<file path="config.mk">
export PLATFORM = sky130hd
export DESIGN_NAME = elbd_ctrl
export DESIGN_NICKNAME = d
export VERILOG_FILES = /design/src/hw/rtl/elbd_pkg.sv /design/src/hw/rtl/elbd_ctrl.sv
export SDC_FILE = /design/constraint.sdc
export NUM_CORES = 1
export LEC_CHECK = 0
export BUFFER_PORTS_ARGS = -buffer_cell sky130_fd_sc_hd__buf_2
export CELL_PAD_IN_SITES_DETAIL_PLACEMENT = 1
export CELL_PAD_IN_SITES_GLOBAL_PLACEMENT = 2
export CORE_AREA = 2 2 40 42
export DETAILED_ROUTE_END_ITERATION = 8
export DIE_AREA = 0 0 42 44
export MAX_ROUTING_LAYER = met4
export PLACE_DENSITY = 0.79
export SLEW_MARGIN = 20
export SYNTH_ARGS = -nofsm -noshare
export SYNTH_HDL_FRONTEND = slang
export SYNTH_SLANG_ARGS = --single-unit
</file>
<file path="constraint.sdc">
create_clock -name clock -period 1.44 [get_ports clock]
set_input_delay 0.144 -clock clock [delete_from_list [all_inputs] [get_ports clock]]
set_output_delay 0.144 -clock clock [all_outputs]
set_load 0.02 [all_outputs]
</file>
<file path="src/hw/rtl/elbd_pkg.sv">
package elbd_pkg;

   localparam int TABLE_DEPTH_DEF = 256;

   localparam int ENTRY_W  = 32;
   localparam int CODE_W   = 9;
   localparam int BASE_W   = 8;
   localparam int LENGTH_W = 9;
   localparam int COUNT_W  = 10;

   localparam int CSR_INDEX_W = 2;
   localparam int CSR_DATA_W  = 10;

   localparam logic signed [31:0] YEAR_HIGH     = 32'sd32767;
   localparam logic signed [31:0] YEAR_LOW      = -32'sd32768;
   localparam logic [31:0]        END_ONLY_MARK = 32'h8000_0101;
   localparam logic [7:0]         MONTH_MAX     = 8'd12;
   localparam logic [7:0]         DAY_MAX       = 8'd31;

   typedef enum logic [CSR_INDEX_W-1:0] {
      CSR_ERA_BASE     = 2'd0,
      CSR_TABLE_LENGTH = 2'd1,
      CSR_ERA_COUNT    = 2'd2
   } csr_index_type;

   typedef enum logic [2:0] {
      ST_CLEAR,
      ST_IDLE,
      ST_PEEK,
      ST_SCAN,
      ST_DONE
   } state_type;

   typedef struct packed {
      logic clr_step;
      logic q_load;
      logic scan_init;
      logic scan_run;
      logic out_load;
   } dp_cmd_type;

   typedef struct packed {
      logic clr_last;
      logic q_bad;
      logic len_zero;
      logic scan_done;
      logic out_free;
   } dp_status_type;

endpackage

</file>
<file path="src/hw/rtl/elbd_ctrl.sv">
module elbd_ctrl (
   input  logic                    clock,
   input  logic                    reset,
   input  logic                    req_valid,
   input  logic                    req_func,
   output logic                    req_ready,
   input  elbd_pkg::dp_status_type status,
   output elbd_pkg::dp_cmd_type    cmd
);

   elbd_pkg::state_type state_ff, state_in;

   always_ff @(posedge clock) begin
      if (reset) begin
         state_ff <= elbd_pkg::ST_CLEAR;
      end else begin
         state_ff <= state_in;
      end
   end

   always_comb begin
      state_in  = state_ff;
      cmd       = '0;
      req_ready = 1'b0;
      case (state_ff)
         elbd_pkg::ST_CLEAR: begin
            cmd.clr_step = 1'b1;
            if (status.clr_last) begin
               state_in = elbd_pkg::ST_IDLE;
            end
         end
         elbd_pkg::ST_IDLE: begin
            req_ready = 1'b1;
            if (req_valid && req_func) begin
               cmd.q_load = 1'b1;
               if (status.q_bad || status.len_zero) begin
                  state_in = elbd_pkg::ST_DONE;
               end else begin
                  state_in = elbd_pkg::ST_PEEK;
               end
            end
         end
         elbd_pkg::ST_PEEK: begin
            cmd.scan_init = 1'b1;
            state_in      = elbd_pkg::ST_SCAN;
         end
         elbd_pkg::ST_SCAN: begin
            cmd.scan_run = 1'b1;
            if (status.scan_done) begin
               state_in = elbd_pkg::ST_DONE;
            end
         end
         elbd_pkg::ST_DONE: begin
            if (status.out_free) begin
               cmd.out_load = 1'b1;
               state_in     = elbd_pkg::ST_IDLE;
            end
         end
         default: begin
            state_in = elbd_pkg::ST_IDLE;
         end
      endcase
   end

endmodule

</file>
==> impl_metrics.csv <==
group,metric,value,unit
die,fp.dieH,44,um
critical_path,cp-start-kind,"flop",
routing,drt_iter0_markers,1,
outcome,status,"completed",
global_route,busiest_layer,"met2",
routing,wl_per_cell,9.723,um
sta,max-slew-margin-rel,0.7981,
die,die-area,1848,um2
power,finalPower,349.1,uW
logic_synthesis,synth_ff_type,"dfxtp_1",
routing,routed-via-count,293,
routing,wl,632,um
critical_path,criticalPathCategory,"flop to primary output",
place,gp_congestion,0.6789,
global_route,grt_pass1_wl,1.124,mm
critical_path,path_delay_family,"flip-flops",
finish,antenna_cells,0,
logic_synthesis,synth_common_cells,"buf_6 (3), dfxtp_1 (3), mux2i_1 (3)",
logic_synthesis,yosysTopAreaCell,"dfxtp_1",
critical_path,endpoint_kind,"primary output",
finish,largest_reg_flops,3,
logic_synthesis,synth_edf_count,0,
finish,drive_above_1_share,0.4898,
clock_network,cts_tree,"done",
logic_synthesis,synthTopCellsByArea,"dfxtp_1 (21%), buf_6 (12%), mux2i_1 (11%)",
finish,nets,59,
die,core_area,1419,um2
critical_path,cpMaxStageDelayCell,"dfxtp_2",
logic_synthesis,synth-seq-area-share,0.2115,
clock_network,clk-insertion-delay-late,0.23,ns
sta,report.final.setup_viol,0,
logic_synthesis,synth_area,284.0,um2
clock_network,numCtsBuffers,3,
job,cap_violations,0,
sta,period_minus_slack,1.321,ns
logic_synthesis,synth_cell_types,23,
logic_synthesis,asyncSetResetFlopFracSynth,0,
sta,finalHoldViolCount,0,
global_route,globalRouteOverflowTotal,0,
routing,detail-route-antenna-nets,0,
global_route,grtUsageMet3,0.03333,
routing,firstDrtPassIters,3,
critical_path,crit_buf_inv,1,
global_route,grt_max_degree,12,
clock_network,h-tree-depth,1,
critical_path,worstPathCellList,"nor2_2 -> and2_1 -> and3_1 -> buf_2",
routing,drc_errors,0,
clock_network,clkSinkCount,3,
logic_synthesis,syn_inst,34,
die,start_util,0.2002,
routing,via_per_inst,4.508,
logic_synthesis,syn_area_per_cell,8.354,um2
die,rows,14,
sta,clock_skew,0.001833,ns
power,vdd_drop_max,0.2428,mV
place,io_buffers,14,
place,dpl.hpwl,498.6,um
power,power_density,930.1,nW/um2
finish,largest-register,"state_ff",
logic_synthesis,syn_nets,43,
sta,rsz0062_at_grt,"no",
die,ios,15,
finish,area_delta_synth_final,32.16,%
global_route,grt_usage,0.08781,
logic_synthesis,ys_ff_latch,3,
sta,setup_tns,0,ns
sta,timing.hold.ws,0.1080,ns
sta,clock.fmax,0.7572,GHz
critical_path,cp.required,1.30,ns
die,die_w,42,um
critical_path,crit_arrival,1.18,ns
critical_path,slowest_delay,0.41,ns
min_path,min_path_type,"input port to flop",
clock_network,clkTransAtPathRegs,0.04,ns
sta,period_share,0.9172,
logic_synthesis,ys_warn_count,0,
finish,reg_top3,"state_ff (3)",
clock_network,cts_root_buf,"clkbuf_4",
sta,tightest_slew,0.2991,ns
global_route,antenna_found_initial,0,
logic_synthesis,synth_top_area_share,0.2115,
sta,slew_violations,0,
global_route,grt_pass1_vias,294,
global_route,use_met2,0.1188,
critical_path,critPathMaxFanout,10,
clock_network,cts_buffer_depth,2,
global_route,met1_usage,0.09227,
power,power.leakage,0.0001758,uW
## final timing paths
| path | from | to | slack [ns] | cells after the start |
|---|---|---|---|---|
| worst max register to register | state_ff[1] | state_ff[1] | 0.34 | 4 |
| worst min-delay path | reset | state_ff[0] | 0.11 | 2 |
| worst max-delay path | state_ff[2] | cmd[3] | 0.12 | 4 |
| worst min register to register | state_ff[1] | state_ff[1] | 0.55 | 2 |
## metrics by stage
stage / setup slack [ns] / util / instances / area [um2]
after CTS: 0.02390 / 0.2601 / 65 / 369.1
after detailed placement: 0.1881 / 0.2399 / 61 / 340.3
after global placement: 0.1938 / 0.2399 / 61 / 340.3
after floorplan: 0.2025 / - / 34 / 284.0
after global routing: 0.01528 / 0.2646 / 65 / 375.4
final: 0.1193 / 0.2646 / 65 / 375.4
## timing repair
item | CTS | global route
hold buffers | 0 | 0
resized for setup | 2 | 3
gates cloned | 0 | 0
hold endpoints to repair | 0 | 0
setup buffers | 0 | 0
pin swaps | 0 | 0
endpoints found under the setup margin | 1 | 1
## logic make-up after synthesis
kind of cell,Yosys count,synth area share
buffers and inverters,4,0.1321
multiplexers,3,0.1057
flip-flops,3,0.2115
AO/OA/AOI/OAI,5,0.1497
AND/OR/NAND/NOR,19,0.4010
## layout make-up
type                    count  area [um2]
flip-flops and latches      3       66.31
well taps                  16       20.02
multi-input cells          27       188.9
fillers                   182        1044
inverters                   1       3.754
repair buffers             14       70.07
clock buffers               4       26.28
## cells in the final DEF, fill, tap and decap left out, types with 2 or more instances in the layout
cell type | synthesis | layout
nor2_2 | 1 | 2
dfxtp_2 | 0 | 2
nand3b_1 | 2 | 2
nand2_1 | 2 | 2
mux2i_1 | 3 | 3
nand3_1 | 2 | 2
nand2b_1 | 2 | 2
buf_2 | 0 | 14
clkbuf_4 | 0 | 3
## power breakdown
group | leakage (uW) | switching [uW] | total, uW | internal (uW)
Clock | 0.0000150 | 45.5 | 150 | 104
Sequential | 0.0000260 | 16.8 | 107 | 90.4
Combinational | 0.000135 | 47.8 | 92.4 | 44.6
Total | 0.000176 | 110 | 349 | 239
## layer usage
| layer | wire length [um] | up-vias |
|---|---|---|
| met4 | 21 | 0 |
| met1 | 294 | 128 |
| met2 | 269 | 11 |
| met5 | 0 | - |
| met3 | 47 | 2 |
| li1 | - | 152 |
Note: power is estimated with default switching activity, not from simulation.
